[config.mk]
export PLATFORM = sky130hd
export DESIGN_NAME = tristate_ook_remote_encoder
export DESIGN_NICKNAME = d
export VERILOG_FILES = /design/src/design/trook_pkg.sv /design/src/design/trook_core.sv /design/src/design/tristate_ook_remote_encoder.sv
export SDC_FILE = /design/constraint.sdc
export NUM_CORES = 1
export LEC_CHECK = 0
export BUFFER_PORTS_ARGS = -buffer_cell sky130_fd_sc_hd__buf_2
export CORE_MARGIN = 2
export CORE_UTILIZATION = 61
export CTS_BUF_LIST = sky130_fd_sc_hd__clkbuf_2 sky130_fd_sc_hd__clkbuf_4 sky130_fd_sc_hd__clkbuf_8
export CTS_CLUSTER_DIAMETER = 40
export CTS_CLUSTER_SIZE = 12
export DETAILED_ROUTE_END_ITERATION = 7
export GPL_ROUTABILITY_DRIVEN = 0
export PLACE_DENSITY_LB_ADDON = 0.1
export SLEW_MARGIN = 20
export SYNTH_ARGS = -nofsm -noshare
export SYNTH_HDL_FRONTEND = slang
export SYNTH_SLANG_ARGS = --single-unit
[constraint.sdc]
create_clock -name clk_i -period 4.8 [get_ports clk_i]
set_clock_uncertainty 0.05 [all_clocks]
set_input_delay 0.48 -clock clk_i [delete_from_list [all_inputs] [get_ports clk_i]]
set_output_delay 0.48 -clock clk_i [all_outputs]
set_load 0.02 [all_outputs]
[src/design/trook_pkg.sv]
`timescale 1ns / 1ps

package trook_pkg;

  // Configuration register indexes.
  typedef enum logic [1:0] {
    CFG_UNIT_TICKS     = 2'd0,
    CFG_FRAME_REPEATS  = 2'd1,
    CFG_SYNC_GAP_UNITS = 2'd2
  } cfg_index_e;

  // Input word kinds carried in tuser.
  typedef enum logic {
    CMD_TICK  = 1'b0,
    CMD_START = 1'b1
  } command_e;

  // Tri-state symbol kinds.
  typedef enum logic [1:0] {
    KIND_ZERO  = 2'd0,
    KIND_ONE   = 2'd1,
    KIND_FLOAT = 2'd2
  } kind_e;

  localparam logic [7:0] UNIT_TICKS_RST     = 8'd5;
  localparam logic [3:0] FRAME_REPEATS_RST  = 4'd8;
  localparam logic [5:0] SYNC_GAP_UNITS_RST = 6'd31;

  // Symbol numbering: 0 is the sync, 1..12 are the data symbols.
  localparam logic [3:0] LAST_SYMBOL  = 4'd12;
  localparam logic [1:0] LAST_SEGMENT = 2'd3;
  localparam logic [3:0] HOUSE_SYMS   = 4'd5;
  localparam logic [3:0] DEVICE_END   = 4'd10;

  typedef struct packed {
    logic busy;
    logic line_level;
  } trook_result_t;

  // Kind of data symbol s (0..11) for the latched address and switch state.
  function automatic kind_e symbol_kind(input logic [3:0] s, input logic [4:0] house,
                                        input logic [4:0] device, input logic sw);
    logic [2:0] bit_idx;
    kind_e      kind;
    bit_idx = '0;
    if (s < HOUSE_SYMS) begin
      bit_idx = 3'(4'd4 - s);
      kind    = house[bit_idx] ? KIND_ONE : KIND_ZERO;
    end else if (s < DEVICE_END) begin
      bit_idx = 3'(4'd9 - s);
      kind    = device[bit_idx] ? KIND_ZERO : KIND_FLOAT;
    end else if (s == DEVICE_END) begin
      kind = sw ? KIND_ZERO : KIND_FLOAT;
    end else begin
      kind = sw ? KIND_FLOAT : KIND_ZERO;
    end
    return kind;
  endfunction

  // Length in units of one segment of a symbol.
  function automatic logic [1:0] segment_units(input kind_e kind, input logic [1:0] seg);
    logic [1:0] units;
    unique case (kind)
      KIND_ZERO:  units = seg[0] ? 2'd3 : 2'd1;
      KIND_ONE:   units = seg[0] ? 2'd1 : 2'd3;
      KIND_FLOAT: units = (seg == 2'd0 || seg == 2'd1) ? ((seg == 2'd0) ? 2'd1 : 2'd3)
                                                       : ((seg == 2'd2) ? 2'd3 : 2'd1);
      default:    units = 2'd1;
    endcase
    return units;
  endfunction

endpackage

[src/design/trook_core.sv]
`timescale 1ns / 1ps

module trook_core import trook_pkg::*; (
  input  logic          clk_i,
  input  logic          rst_ni,
  input  logic          cfg_we_i,
  input  logic [1:0]    cfg_index_i,
  input  logic [7:0]    cfg_data_i,
  input  logic          step_i,
  input  logic          command_i,
  input  logic [4:0]    house_i,
  input  logic [4:0]    device_i,
  input  logic          switch_i,
  output trook_result_t result_o
);

  logic [7:0] unit_ticks_q;
  logic [3:0] frame_repeats_q;
  logic [5:0] sync_gap_q;

  logic [4:0] house_q, house_d;
  logic [4:0] device_q, device_d;
  logic       switch_q, switch_d;
  logic [3:0] repeat_q, repeat_d;
  logic [3:0] symbol_q, symbol_d;
  logic [1:0] segment_q, segment_d;
  logic [5:0] units_q, units_d;
  logic [7:0] ticks_q, ticks_d;
  logic       active_q, active_d;
  logic       level_q, level_d;

  logic [7:0] eff_ticks;
  logic [3:0] eff_repeats;
  logic [5:0] eff_gap;
  logic [3:0] repeat_inc;
  logic       enter;

  // A zero register value behaves as one.
  assign eff_ticks   = (unit_ticks_q == '0) ? 8'd1 : unit_ticks_q;
  assign eff_repeats = (frame_repeats_q == '0) ? 4'd1 : frame_repeats_q;
  assign eff_gap     = (sync_gap_q == '0) ? 6'd1 : sync_gap_q;
  assign repeat_inc  = repeat_q + 4'd1;

  always_comb begin
    house_d   = house_q;
    device_d  = device_q;
    switch_d  = switch_q;
    repeat_d  = repeat_q;
    symbol_d  = symbol_q;
    segment_d = segment_q;
    units_d   = units_q;
    ticks_d   = ticks_q;
    active_d  = active_q;
    level_d   = level_q;
    enter     = 1'b0;

    if (command_i == CMD_START) begin
      if (!active_q) begin
        house_d   = house_i;
        device_d  = device_i;
        switch_d  = switch_i;
        active_d  = 1'b1;
        repeat_d  = '0;
        symbol_d  = '0;
        segment_d = '0;
        enter     = 1'b1;
      end
    end else if (active_q) begin
      priority if (ticks_q > 8'd1) begin
        ticks_d = ticks_q - 8'd1;
      end else if (units_q > 6'd1) begin
        units_d = units_q - 6'd1;
        ticks_d = eff_ticks;
      end else begin
        enter = 1'b1;
        priority if (symbol_q == '0) begin
          if (segment_q == '0) begin
            segment_d = 2'd1;
          end else begin
            symbol_d  = 4'd1;
            segment_d = '0;
          end
        end else if (segment_q < LAST_SEGMENT) begin
          segment_d = segment_q + 2'd1;
        end else if (symbol_q < LAST_SYMBOL) begin
          symbol_d  = symbol_q + 4'd1;
          segment_d = '0;
        end else begin
          repeat_d = repeat_inc;
          if (repeat_inc >= eff_repeats) begin
            enter     = 1'b0;
            active_d  = 1'b0;
            level_d   = 1'b0;
            repeat_d  = '0;
            symbol_d  = '0;
            segment_d = '0;
            units_d   = '0;
            ticks_d   = '0;
          end else begin
            symbol_d  = '0;
            segment_d = '0;
          end
        end
      end
    end

    // Load the counters for the segment just entered.
    if (enter) begin
      if (symbol_d == '0) begin
        units_d = (segment_d == '0) ? 6'd1 : eff_gap;
      end else begin
        units_d = 6'(segment_units(symbol_kind(symbol_d - 4'd1, house_q, device_q, switch_q),
                                   segment_d));
      end
      ticks_d = eff_ticks;
      level_d = ~segment_d[0];
    end
  end

  always_ff @(posedge clk_i or negedge rst_ni) begin
    if (!rst_ni) begin
      unit_ticks_q    <= UNIT_TICKS_RST;
      frame_repeats_q <= FRAME_REPEATS_RST;
      sync_gap_q      <= SYNC_GAP_UNITS_RST;
    end else if (cfg_we_i) begin
      unique case (cfg_index_i)
        CFG_UNIT_TICKS:     unit_ticks_q    <= cfg_data_i;
        CFG_FRAME_REPEATS:  frame_repeats_q <= cfg_data_i[3:0];
        CFG_SYNC_GAP_UNITS: sync_gap_q      <= cfg_data_i[5:0];
        default:            ;
      endcase
    end
  end

  always_ff @(posedge clk_i or negedge rst_ni) begin
    if (!rst_ni) begin
      house_q   <= '0;
      device_q  <= '0;
      switch_q  <= 1'b0;
      repeat_q  <= '0;
      symbol_q  <= '0;
      segment_q <= '0;
      units_q   <= '0;
      ticks_q   <= '0;
      active_q  <= 1'b0;
      level_q   <= 1'b0;
    end else if (step_i) begin
      house_q   <= house_d;
      device_q  <= device_d;
      switch_q  <= switch_d;
      repeat_q  <= repeat_d;
      symbol_q  <= symbol_d;
      segment_q <= segment_d;
      units_q   <= units_d;
      ticks_q   <= ticks_d;
      active_q  <= active_d;
      level_q   <= level_d;
    end
  end

  // The result reflects the state after this word has been applied.
  assign result_o.line_level = level_d;
  assign result_o.busy       = active_d;

endmodule

[src/design/tristate_ook_remote_encoder.sv]
`timescale 1ns / 1ps

// Tri-state on-off-keyed encoder for 433 MHz remote sockets.
// Input stream: every word is either a time tick (tuser low) or a start
// request (tuser high) carrying the house code, device code and on/off bit.
// A start while a transmission runs is ignored. Ticks while idle change nothing.
// Output stream: exactly one word per input word, holding the line level to
// drive for the coming tick and a busy flag. On the last tick of a
// transmission the word already shows the line low and busy clear.
// Timing: one input word per clock cycle while the output is not stalled;
// each result word is registered in the output stage. The frame sequencer
// updates its counters once per accepted word.
// Stalls: a two-entry output stage (result register plus skid register)
// separates the sides; s_axis_tready_o falls only when both are full, and
// drops no words. Reset returns the line to idle, empties both entries and
// restores the configuration registers (5 ticks per unit, 8 frames, a sync
// gap of 31 units). Configuration is written through cfg_we_i; the user
// must do so only while idle, as the block itself does not enforce it.

module tristate_ook_remote_encoder import trook_pkg::*; (
  input  logic        clk_i,
  input  logic        rst_ni,
  // Configuration write port
  input  logic        cfg_we_i,
  input  logic [1:0]  cfg_index_i,
  input  logic [7:0]  cfg_data_i,
  // Input stream
  input  logic        s_axis_tvalid_i,
  output logic        s_axis_tready_o,
  input  logic [15:0] s_axis_tdata_i,   // [4:0] house_address, [9:5] device_address,
                                        // [10] switch_on, [15:11] zero
  input  logic        s_axis_tuser_i,   // [0] command
  // Output stream
  output logic        m_axis_tvalid_o,
  input  logic        m_axis_tready_i,
  output logic [7:0]  m_axis_tdata_o    // [0] line_level, [1] busy_res, [7:2] zero
);

  trook_result_t result;
  trook_result_t out_data_q;
  trook_result_t skid_data_q;
  logic          out_valid_q;
  logic          skid_valid_q;
  logic          accept;
  logic          take;

  assign s_axis_tready_o = ~skid_valid_q;
  assign accept          = s_axis_tvalid_i & s_axis_tready_o;
  assign take            = out_valid_q & m_axis_tready_i;

  trook_core u_core (
    .clk_i       (clk_i),
    .rst_ni      (rst_ni),
    .cfg_we_i    (cfg_we_i),
    .cfg_index_i (cfg_index_i),
    .cfg_data_i  (cfg_data_i),
    .step_i      (accept),
    .command_i   (s_axis_tuser_i),
    .house_i     (s_axis_tdata_i[4:0]),
    .device_i    (s_axis_tdata_i[9:5]),
    .switch_i    (s_axis_tdata_i[10]),
    .result_o    (result)
  );

  // Output register with a skid entry behind it. While the skid entry is
  // full the input is held off, so a take and an accept never meet there.
  always_ff @(posedge clk_i or negedge rst_ni) begin
    if (!rst_ni) begin
      out_valid_q  <= 1'b0;
      skid_valid_q <= 1'b0;
      out_data_q   <= '0;
      skid_data_q  <= '0;
    end else if (take) begin
      if (skid_valid_q) begin
        out_data_q   <= skid_data_q;
        skid_valid_q <= 1'b0;
      end else if (accept) begin
        out_data_q <= result;
      end else begin
        out_valid_q <= 1'b0;
      end
    end else if (accept) begin
      if (!out_valid_q) begin
        out_data_q  <= result;
        out_valid_q <= 1'b1;
      end else begin
        skid_data_q  <= result;
        skid_valid_q <= 1'b1;
      end
    end
  end

  assign m_axis_tvalid_o = out_valid_q;
  assign m_axis_tdata_o  = {6'd0, out_data_q.busy, out_data_q.line_level};

endmodule
-- Word-level counts from Yosys, hierarchy flattened
Index checks and enable logic that the tools add are counted.
- memories kept: 0
- input port bits: 32
- logic and storage cells: 196
- register bits: 61
- ROM bits: 0
- bits in writable memories: 0
- bits in latches: 0
- multiplexer cells: 102
- shift-type cells: 0
- equal/unequal tests: 24
- div/mod/pow operators: 0
- magnitude comparators: 9
- reduce and logical (&&, ||, !) cells: 28
- add/sub/neg operators: 8
- bitwise gates (word level): 6
- multiply operators: 0
- operator list (cell ; count):
    8-bit 2-to-1 mux ; 10
    4-bit 2-to-1 mux ; 19
    6-bit 2-to-1 mux ; 12
    2-bit 2-to-1 mux ; 25
    1-bit 2-to-1 mux ; 33
    2-bit != test, second input constant ; 8
    8-bit AND reduction ; 2
    4-bit logical NOT ; 3
    4-bit by 1-bit != test with 1-bit output, second input constant ; 3
    3-bit AND reduction ; 4
    2-bit nonzero test ; 5
    3-bit by 1-bit != test with 1-bit output, second input constant ; 3
    4-bit by 1-bit adder with 4-bit output, second input constant ; 2
    8-bit by 1-bit greater-than comparator with 1-bit output, second input constant ; 1
    2-bit logical NOT ; 4
    8-bit logical NOT ; 1
    3-bit by 4-bit less-than comparator with 1-bit output, second input constant ; 2
    4-bit less-than comparator, second input constant ; 2
    2-bit AND reduction ; 4
    8-bit by 1-bit subtractor with 8-bit output, second input constant ; 1
    7-bit AND reduction ; 1
    1-bit binary-select mux with 3-bit select ; 2
    2-bit by 1-bit equality test with 1-bit output, second input constant ; 3
    2-bit equality test, second input constant ; 3
    18 further kinds ; 24

-- Logic depth before layout (Yosys ltp)
Gate-level depths: netlist of the first run.
- depth after elaboration: 21
- depth in mapped cells: 19

-- Modules after synthesis
A second synthesis of the first run with hierarchy kept.
- cells, all modules: 405
- area, all modules: 3882.5 µm²
- by module, submodules not included (module ; area each (µm²) ; times used ; cells an instance ; sequential area each (µm²)):
    trook_core ; 3503.4 ; 1 ; 371 ; 1386.3
    tristate_ook_remote_encoder ; 379.1 ; 1 ; 34 ; 150.1

-- Worst setup path before layout of the first run
Ideal clock, no wire load.
- path kind: register to register
- start point: reg u_core.ticks_q[4]
- end point: reg u_core.units_q[1]
- path buffers: 1
- library setup time: 0.082 ns
- path slack: 0.830 ns
- cell stages (with the launch flop): 18
- arrival time: 3.838 ns
- cell sequence: dfrtp_1 > or4_4 > or4_4 > buf_6 > nor3_1 > a311o_1 > inv_1 > ha_1 > xnor2_1 > inv_1 > ha_1 > mux2i_1 > o21ai_0 > and2_1 > a31oi_1 > o21ai_1 > a21bo_1 > a31oi_1
- cells in the longest elaborated chain, start to end: 17
- elaborated cells between the ends (all ways): 52
- classes of those cells: 3 x add/sub; 3 x order compare; 10 x eq/ne; 29 x mux; 7 x reduce/logical
- ends and longest elaborated chain (item ; RTL line ; source):
    from (decl) ; trook_core.sv:28 ; logic [7:0] ticks_q, ticks_d;
    from (signal assigned) ; trook_core.sv:155 ; ticks_q <= ticks_d;
    8-bit by 1-bit greater-than comparator with 1-bit output * ; trook_core.sv:69 ; priority if (ticks_q > 8'd1) begin
    4-bit 2-to-1 mux ; trook_core.sv:69 ;
    4-bit 2-to-1 mux ; trook_core.sv:68 ; end else if (active_q) begin
    4-bit 2-to-1 mux ; trook_core.sv:57 ; if (command_i == CMD_START) begin
    4-bit by 1-bit subtractor with 4-bit output ; trook_core.sv:112 ; units_d = 6'(segment_units(symbol_kind(symbol_d - 4'd1, house_q, device_q, switch_q),
    1-bit by 3-bit subtractor with 3-bit output ; trook_pkg.sv:50 ; bit_idx = 3'(4'd9 - s);
    1-bit binary-select mux with 3-bit select ; trook_pkg.sv:51 ; kind = device[bit_idx] ? KIND_ZERO : KIND_FLOAT;
    1-bit 2-to-1 mux (implied by the code) ; trook_pkg.sv:51 ;
    2-bit 2-to-1 mux ; trook_pkg.sv:51 ;
    2-bit 2-to-1 mux ; trook_pkg.sv:49 ; end else if (s < DEVICE_END) begin
    2-bit 2-to-1 mux ; trook_pkg.sv:46 ; if (s < HOUSE_SYMS) begin
    2-bit 2-to-1 mux ; trook_core.sv:109 ; if (symbol_d == '0) begin
    2-bit 2-to-1 mux ; trook_core.sv:108 ; if (enter) begin
    2-bit equality test (tied with other cells) ; trook_pkg.sv:63 ; unique case (kind)
    2-bit case mux with 3 select lines ; trook_pkg.sv:63 ;
    6-bit 2-to-1 mux ; trook_core.sv:109 ;
    6-bit 2-to-1 mux ; trook_core.sv:108 ;
    to (signal assigned) ; trook_core.sv:154 ; units_q <= units_d;
    to (decl) ; trook_core.sv:27 ; logic [5:0] units_q, units_d;
Every way passes the cells marked *; elsewhere a longest branch is shown, timed or not. The select of a mux whose other input is x is not followed.
A chain may end at the register's enable or synchronous reset.

-- Worst setup path after layout of the first run
Same ends and word-level chain as after synthesis.

==> summary.md, run 1 <==
| Metric | Value |
|---|---|
| Initial antenna violation count | 0 |
| DR DRC count | 0 |
| Critical Path Start Type | flop |
| Average cell area after synthesis | 9.59 um2 |
| Htree depth | 3 |
| Worst-Skew Late Latency | 0.35 ns |
| Setup TNS | 0 ns |
| Largest cells by area after synthesis | dfrtp_1 35%, mux2_2 10%, ha_1 6.9%, o21ai_0 5.9%, dfstp_2 5.5% |
| CTS tree | built |
| Post-detail-place hpwl | 5.83 mm |
| CTS root buf | clkbuf_8 |
| DRT Wirelength | 7.98 mm |
| DR pass1 iterations | 4 |
| Pwr dens | 589 mW/mm2 |
| Die area | 0.00687 mm2 |
| Max-cap viol count | 0 |
| Clk slew on worst S/H paths | 0.07 ns |
| Worst slew margin | 42.3% |
| Pin count of the biggest net entering global routing | 62 |
| Netlist cell types | 61 |
| Core ar. | 0.00596 mm2 |
| Post-synthesis sequential area ratio | 40.5% |
| Slew @ Worst Pin | 0.862 ns |
| Overall routing resource usage | 24.5% |
| Seq cells post-synth | 61 |
| Worst vdd ir | 345 uV |
| Leakage | 0.00187 uW |
| Final setup viols | 0 |
| Crit Path Category | reg -> reg |
| Critical Path Max Stage Delay | 0.60 ns |
| Critical path's top delay family | simple AND/OR/NAND/NOR gates |
| RSZ-0062 raised after global routing | false |
| I/O Pins | 42 |
| Area Overhead vs Synth | 11.6% |
| Final net count | 480 |
| Place WS | 0.450 ns |
| EDFF count, synth | 0 |
| Die W | 82.9 um |
| Min cycle time layout | 4.38 ns |
| YS warnings | 0 |
| Fin crit share | 91.2% |
| Detail Route Antenna Nets | 0 |
| Number of vias per cell | 6.08 |
| CP endpoint kind | flop |
| WP buf/inv | 2 |
| Share of cells above drive strength 1 | 23.6% |
| Port bufs | 30 |
| Via count | 3,084 |
| Synth cell count leaders | 53 x dfrtp_1, 45 x o21ai_0, 34 x mux2_2, 29 x nand2_1, 26 x nor2_1 |
| Setup slack after layout | 0.422 ns |
| Die span in y | 82.9 um |
| Post-synthesis instance total | 396 |
| Inserted Diodes | 0 |
| Post-synth ARST share | 100% |
| Synth area leader | dfrtp_1 |
| Drt wl/cell | 15.7 um |
| Rows | 28 |
| Crit path DAT | 4.59 ns |
| Most common cell in the netlist | dfrtp_1 |
| Final core utilization | 71.2% |
| Initial detailed-routing violation count | 259 |
| TritonCTS Buffers | 9 |
| Share of the synthesized area in the top cell type | 34.9% |
| Status | completed |
| Critical-path top delay cell | or4_4 |
| Total gr overflow | 0 |
| WP data required | 5.02 ns |
| Post-Synthesis Cell Area | 0.00380 mm2 |
| Post-CTS Setup Bufs | 0 |
| CP max FO | 9 |
| R2R Setup Slk | 0.42 ns |
| Final slew viol count | 0 |
| Vias in the first global route | 3,066 |
| Clock tree sinks | 61 |
| First-pass GRT wire length | 13.9 mm |
| CP Cell Sequence | or4_4 -> or4_4 -> nor3_1 -> a311o_1 -> inv_1 -> ha_1 -> xnor2_2 -> inv_1 -> ha_1 -> mux2i_1 -> o21ai_0 -> and2_1 -> a31oi_1 -> o21ai_1 -> a21bo_1 -> a31oi_1 |
| Clock tree buffer depth | 2 |
| Endpoints failing hold | 0 |
| Max Freq | 0.228 GHz |
| Min-Delay Path Class | in -> async |
| Top_reg_cell synth | dfrtp_1 |
| Initial Util | 63.8% |
[sequential cells by signal (all words and copies together) (netlist names)]
signal,flops
u_core.level_q,1
u_core.device_q,5
u_core.sync_gap_q,6
u_core.repeat_q,4
u_core.house_q,5
u_core.segment_q,2
skid_valid_q,1
u_core.unit_ticks_q,8
u_core.ticks_q,8
m_axis_tvalid_o,1
m_axis_tdata_o,2
u_core.frame_repeats_q,4
u_core.active_q,1
u_core.units_q,6
skid_data_q,2
u_core.symbol_q,4
u_core.switch_q,1
[stage by stage]
stage / hold WS (ns) / total power (uW) / instances / area, um2
floorplan: 0.134 / 1680 / 401 / 3820
global placement: 0.428 / 1890 / 491 / 3980
detailed placement: 0.441 / 1940 / 491 / 3980
CTS: 0.261 / 2490 / 507 / 4230
global route: 0.309 / 2700 / 507 / 4240
finish: 0.232 / 2500 / 507 / 4240
[power breakdown]
part | switching [uW] | internal [uW]
registers | 169 | 701
logic | 621 | 460
clock network | 198 | 348
total | 988 | 1510
[layer usage]
layer  part of all wire [%]  GRT usage, %
met3                    4.3          4.57
met5                      0             0
met1                     45          31.7
met4                    2.4          11.0
met2                     48          40.2
[final timing paths]
kind | start | to | depth (start not counted)
hold / removal | rst_ni | m_axis_tdata_o[0] | 2
setup / recovery | u_core.ticks_q[4] | u_core.units_q[1] | 16
hold reg to reg | m_axis_tdata_o[0] | m_axis_tdata_o[0] | 2
min in group clk_i | m_axis_tready_i | skid_valid_q | 2
setup reg to reg | u_core.ticks_q[4] | u_core.units_q[1] | 16
max in group asynchronous | rst_ni | u_core.units_q[3] | 2
[cell usage in the layout (no fill, tap or decap), types with 3 or more instances in the layout]
cell       n
a22o_1     3
a22oi_1    6
or4_4      3
a32oi_1    4
nand2b_1   3
a31oi_1    6
dfstp_2    8
o21ai_0   45
nand3_1    7
conb_1     6
nor2b_1    6
nor4_1     4
clkbuf_8  13
nand2_1   29
inv_1     23
nand3b_1   3
nor2_1    26
a211oi_1   4
dfrtp_1   53
nor3b_1    4
mux2_2    34
a21oi_1   23
buf_2     30
ha_1      21
mux2i_1    3
nor3_1    14
[logic make-up (layout without fill, tap and decap cells)]
| group | Yosys count | after routing | share of synthesized area [%] |
|---|---|---|---|
| adder cells (fa/ha/maj) | 21 | 21 | 6.92 |
| buffers and inverters | 42 | 73 | 5.01 |
| other | 1 | 6 | 0.0988 |
| AND/OR/NAND/NOR | 116 | 116 | 16.4 |
| multiplexers | 38 | 38 | 11.6 |
| AO/OA/AOI/OAI | 113 | 113 | 18.6 |
| XOR/XNOR | 4 | 4 | 0.923 |
| flip-flops | 61 | 61 | 40.5 |
[timing repair]
| item | 4_1_cts | 5_1_grt |
|---|---|---|
| hold buffers | 0 | 0 |
| endpoints found under the setup margin | 0 | 1 |
| gates resized for setup | 0 | 1 |
[area by class of cell]
cell class                 instances  area [um2]
multi-input combinational        298        2100
clock inverter                     3        65.1
tap                               75        93.8
timing repair buffer              32         165
fill                             447        1720
clock buffer                      13         179
inverter                          25        96.3
sequential                        61        1540
Note: power is estimated with default switching activity, not from simulation.
==> inputs of run 2 (changes only) <==
- ABC_AREA: not set -> 1
- clock period: 4.8 -> 5 ns (I/O delays scaled with it)
==> summary.md, run 2 <==
| Metric | Value |
|---|---|
| RR Startpoint | u_core.ticks_q[0] |
| Final net count | 596 |
| Status | completed |
| Pin count of the biggest net entering global routing | 62 |
| Post-detail-place hpwl | 5.87 mm |
| Drt wl/cell | 12.6 um |
| Via count | 3,246 |
| Seq cells post-synth | 61 |
| Inserted Diodes | 0 |
| Average cell area after synthesis | 7.66 um2 |
| Htree depth | 3 |
| First-pass GRT wire length | 14.2 mm |
| DR DRC count | 0 |
| Initial detailed-routing violation count | 207 |
| Min cycle time layout | 3.73 ns |
| Vias in the first global route | 3,141 |
| Worst-Skew Late Latency | 0.35 ns |
| Endpoints failing hold | 0 |
| WP data required | 5.22 ns |
| Port bufs | 30 |
| Post-synthesis instance total | 509 |
| Final Cell Area | 0.00430 mm2 |
| Share of the synthesized area in the top cell type | 34.0% |
| Area Overhead vs Synth | 10.2% |
| Simple-gate share of the synthesized area | 25.6% |
| RSZ-0062 raised after global routing | false |
| Max Freq | 0.268 GHz |
| Total gr overflow | 0 |
| Rows | 29 |
| Leakage | 0.00222 uW |
| Post-synth ARST share | 100% |
| Max-cap viol count | 0 |
| Overall routing resource usage | 24.9% |
| CP max FO | 6 |
| Die span in y | 84.0 um |
| EDFF count, synth | 0 |
| I/O Pins | 42 |
| Crit Path Category | reg -> reg |
| Most frequent CP cell | nand2_1 |
| Netlist cell types | 47 |
| Final setup viols | 0 |
| Top Registers | u_core.ticks_q (8), u_core.unit_ticks_q (8) |
| Number of vias per cell | 5.19 |
| Clock tree sinks | 61 |
| Critical Path Start Type | flop |
| Synth area leader | dfrtp_1 |
| Power, Total | 2250 uW |
| R2R Setup Slk | 1.27 ns |
| CTS tree | built |
| CP endpoint kind | flop |
| R2R depth | 29 |
| DR pass1 iterations | 4 |
| Worst vdd ir | 303 uV |
| Post-CTS Setup Bufs | 0 |
| Critical Path Max Stage Delay | 0.40 ns |
| Clk slew on worst S/H paths | 0.08 ns |
| Largest cells by area after synthesis | dfrtp_1 34%, nand2_1 12%, inv_1 7.1%, o21ai_0 6.8%, ha_1 6.7% |
| Synth Area in Adders | 6.74% |
| FF-to-FF End | u_core.units_q[1] |
| Synth cell count leaders | 124 x nand2_1, 74 x inv_1, 53 x dfrtp_1, 53 x o21ai_0, 38 x nor2_1 |
| # hold bufs at CTS | 0 |
| Final slew viol count | 0 |
| CTS root buf | clkbuf_8 |
| Worst slew margin | 49.6% |
| TritonCTS Buffers | 9 |
| Die area | 0.00705 mm2 |
| Mux share of post-synthesis cell area | 3.18% |
| Commonest non-fill, non-tap cells in the layout | 124 x nand2_1, 74 x inv_1, 53 x o21ai_0, 53 x dfrtp_1, 38 x nor2_1 |
| Initial antenna violation count | 0 |
| Top_reg_cell synth | dfrtp_1 |
| Crit path DAT | 3.95 ns |
| Post-cts resize count | 0 |
| Detail Route Antenna Nets | 0 |
| Synth Area in XOR/XNOR | 2.47% |
| Worst hold slack | 0.250 ns |
| Critical-path top delay cell | dfrtp_1 |
| Slew @ Worst Pin | 0.756 ns |
| DP Area | 0.00409 mm2 |
| Commonest non-fill, non-tap cell in the layout | nand2_1 |
| Largest family of logic cells by synthesized area | simple AND/OR/NAND/NOR gates |
| Min-Delay Path Class | in -> async |
| Core ar. | 0.00628 mm2 |
| Die W | 84.0 um |
| Pwr dens | 522 mW/mm2 |
| Compound-Gate Fraction of Synth Area | 12.7% |
| Clock tree buffer depth | 2 |
| Initial Util | 62.1% |
| Fin crit share | 74.6% |
| Post-synthesis sequential area ratio | 39.4% |
| Post-Synthesis Cell Area | 0.00390 mm2 |
| DRT Wirelength | 7.87 mm |
| Most common cell in the netlist | nand2_1 |
| Share of cells above drive strength 1 | 17.5% |
| YS warnings | 0 |
| Setup TNS | 0 ns |
[run 2: stage by stage]
stage                     util (%)  worst slack [ns]  cells
after floorplan                  -              1.86    514
after global placement        65.2              1.43    609
after detailed placement      65.2              1.35    609
after CTS                     68.5              1.31    625
after global routing          68.5             0.909    625
final                         68.5              1.27    625
[run 2: final cells by class]
| type | instances | area [um2] |
|---|---|---|
| inverter | 81 | 304 |
| tap | 77 | 96.3 |
| clock inverter | 7 | 81.3 |
| fill | 528 | 1980 |
| sequential | 61 | 1540 |
| multi-input combinational | 359 | 2000 |
| timing repair buffer | 31 | 158 |
| clock buffer | 9 | 124 |
[run 2: cells by family after synthesis]
logic type               Yosys count
AO/OA/AOI/OAI                     88
XOR/XNOR                          11
adder cells (fa/ha/maj)           21
buffers and inverters             94
flip-flops                        61
multiplexers                      11
other                              1
AND/OR/NAND/NOR                  222
[run 2: critical path: cells and delay by family, from the launching register on]
family,cells,cell delay (ns)
AO/OA/AOI/OAI,4,0.68
adder cells (fa/ha/maj),3,0.81
buffers and inverters,4,0.31
flip-flops,1,0.40
AND/OR/NAND/NOR,18,1.39
[run 2: metal layers]
metal | share of wire, % | vias up | wire, um | global-route usage [%]
met5 | 0 | - | 0 | 0
met3 | 4.5 | 11 | 352 | 3.36
met1 | 49 | 1461 | 3870 | 34.8
met2 | 45 | 77 | 3520 | 39.3
met4 | 1.7 | 0 | 131 | 9.82
li1 | - | 1697 | - | -
[run 2: how the worst max path moves through the flow]
| stage | startpoint | endpoint | slack [ns] | cells after the start |
|---|---|---|---|---|
| 6_report | u_core.ticks_q[0] | u_core.units_q[1] | 1.27 | 29 |
| 5_1_grt | u_core.ticks_q[0] | u_core.units_q[1] | 0.91 | 29 |
| 4_1_cts | u_core.ticks_q[0] | u_core.units_q[1] | 1.31 | 29 |
| 3_5_place_dp | u_core.ticks_q[0] | u_core.units_q[1] | 1.35 | 29 |
| 3_3_place_gp | u_core.ticks_q[0] | u_core.units_q[1] | 1.43 | 29 |
| 2_1_floorplan | u_core.ticks_q[0] | u_core.units_q[1] | 1.86 | 29 |
[run 2: report_power, final]
group / total [uW] / switching [uW] / internal (uW) / leakage, uW
logic: 991 / 617 / 374 / 0.00137
clock network: 460 / 223 / 237 / 0.000101
registers: 794 / 126 / 668 / 0.000744
total: 2250 / 966 / 1280 / 0.00222
==> inputs of run 3 (changes only) <==
- ABC_AREA: 1 -> 0
- CORE_UTILIZATION: 61 -> 55
- clock period: 5 -> 3.2 ns (I/O delays scaled with it)
==> summary.md, run 3 (synthesis gave the netlist of run 1 again) <==
| Metric | Value |
|---|---|
| Status | finished, violations left |
| Violated checks | negative setup slack |
| Final slew viol count | 0 |
| Critical Path Max Stage Delay | 0.57 ns |
| Worst vdd ir | 465 uV |
| Initial Util | 56.5% |
| Placed cells | 558 |
| Leakage | 0.00216 uW |
| Max Freq | 0.269 GHz |
| Drt wl/cell | 15.9 um |
| Initial antenna violation count | 0 |
| CP max FO | 4 |
| Total gr overflow | 0 |
| First-pass GRT wire length | 15.2 mm |
| Number of vias per cell | 5.80 |
| Fillers | 528 |
| Die area | 0.00758 mm2 |
| FF-to-FF End | u_core.units_q[1] |
| Clk slew on worst S/H paths | 0.07 ns |
| CP endpoint kind | flop |
| Overall routing resource usage | 25.9% |
| DRT Wirelength | 9.19 mm |
| Worst-Skew Late Latency | 0.34 ns |
| Place WS | -0.541 ns |
| Commonest non-fill, non-tap cell in the layout | buf_4 |
| CTS tree | built |
| Max-cap viol count | 0 |
| RR Startpoint | u_core.ticks_q[4] |
| Core ar. | 0.00672 mm2 |
| Final core utilization | 71.1% |
| DR pass1 iterations | 4 |
| Detail Route Antenna Nets | 0 |
| TritonCTS Buffers | 9 |
| RSZ-0062 raised after global routing | true |
| Setup TNS | -0.533 ns |
| Via count | 3,352 |
| DR DRC count | 0 |
| Pwr dens | 871 mW/mm2 |
| Clock tree buffer depth | 2 |
| Die W | 87.1 um |
| Rows | 30 |
| Final setup viols | 2 |
| WP data required | 3.40 ns |
| Vias in the first global route | 3,180 |
| Endpoints failing hold | 0 |
| Slew @ Worst Pin | 0.600 ns |
| CP Cell Sequence | or4_4 -> or4_4 -> nor3_2 -> a311o_4 -> inv_4 -> ha_4 -> xnor2_2 -> inv_2 -> ha_4 -> mux2i_1 -> o21ai_1 -> and2_1 -> a31oi_1 -> o21ai_1 -> a21bo_1 -> a31oi_1 |
| Crit Path Category | reg -> reg |
| Die span in y | 87.1 um |
| Port bufs | 30 |
| Worst slew margin | 60.0% |
| Top Registers | u_core.ticks_q (8), u_core.unit_ticks_q (8) |
| Clock tree sinks | 61 |
| Pin count of the biggest net entering global routing | 46 |
| Critical Path Start Type | flop |
| Final net count | 546 |
| R2R depth | 16 |
| I/O Pins | 42 |
| Critical Path Source | u_core.ticks_q[4] |
| R2R Setup Slk | -0.52 ns |
| Layout Cells excl Fill | 578 |
| Share of cells above drive strength 1 | 36.5% |
| Htree depth | 3 |
| Critical-path top delay cell | or4_4 |
| Min-Delay Path Class | in -> reg |
| Initial detailed-routing violation count | 178 |
| Crit path DAT | 3.92 ns |
| Commonest non-fill, non-tap cells in the layout | 67 x buf_4, 53 x dfrtp_1, 41 x o21ai_0, 34 x mux2_2 |
| Area Overhead vs Synth | 25.9% |
| WHS Path Cells | 2 |
| Inserted Diodes | 0 |
| Fin crit share | 116% |
| Setup slack after layout | -0.518 ns |
| CTS root buf | clkbuf_8 |
| Critical path endpoint | u_core.units_q[1] |
| Min cycle time layout | 3.72 ns |
| Post-detail-place hpwl | 6.89 mm |
[run 3: layout make-up]
type	count	area, um2	area share [%]
flip-flops and latches	61	1540	32.1
repair buffers	98	669	14.0
well taps	80	100	2.09
inverters	25	96.3	2.02
multi-input cells	298	2180	45.5
clock inverters	4	47.5	0.995
clock buffers	12	153	3.19
[run 3: timing repair]
| action | 4_1_cts | 5_1_grt |
|---|---|---|
| setup buffers | 0 | 3 |
| pin swaps | 0 | 3 |
| setup endpoints to repair | 5 | 6 |
| hold buffers | 0 | 1 |
| resized for setup | 6 | 7 |
| hold endpoints to repair | 0 | 43 |
[run 3: stage by stage]
step | power [uW] | instance area (um2) | hold WS, ns
3_3_place_gp | 3340 | 4500 | 0.431
2_1_floorplan | 2570 | 3870 | -0.0256
5_1_grt | 4510 | 4780 | 0.148
3_5_place_dp | 3400 | 4500 | 0.442
4_1_cts | 4140 | 4720 | 0.140
6_report | 4160 | 4780 | 0.156
[run 3: how the worst min path moves through the flow]
stage | from | endpoint
finish | m_axis_tready_i | skid_valid_q
global route | s_axis_tdata_i[0] | u_core.house_q[0]
CTS | rst_ni | u_core.ticks_q[1]
detailed placement | u_core.device_q[3] | u_core.device_q[3]
global placement | m_axis_tdata_o[0] | m_axis_tdata_o[0]
floorplan | rst_ni | m_axis_tdata_o[0]
[run 3: power by group]
| part | leakage, uW | internal [uW] | switching (uW) |
|---|---|---|---|
| clock network | 0.000103 | 396 | 296 |
| logic | 0.00132 | 1070 | 1150 |
| registers | 0.000744 | 1050 | 197 |
[run 3: critical path: cells and delay by family, from the launching register on]
| family | cells | cell delay [ns] |
|---|---|---|
| xor+xnor | 1 | 0.15 |
| buf+inv | 2 | 0.13 |
| mux | 1 | 0.19 |
| simple gates | 4 | 1.44 |
| flops | 1 | 0.38 |
| fa+ha+maj | 2 | 0.43 |
| compound gates | 6 | 0.85 |
[run 3: metal layers]
metal  part of all wire, %  global-route usage (%)  vias to the layer above
met1                    46                    36.6                     1639
met2                    49                    40.7                       71
li1                      -                       -                     1632
met3                   4.3                    4.64                       10
met4                   1.2                    8.25                        0
met5                     0                       0                        -
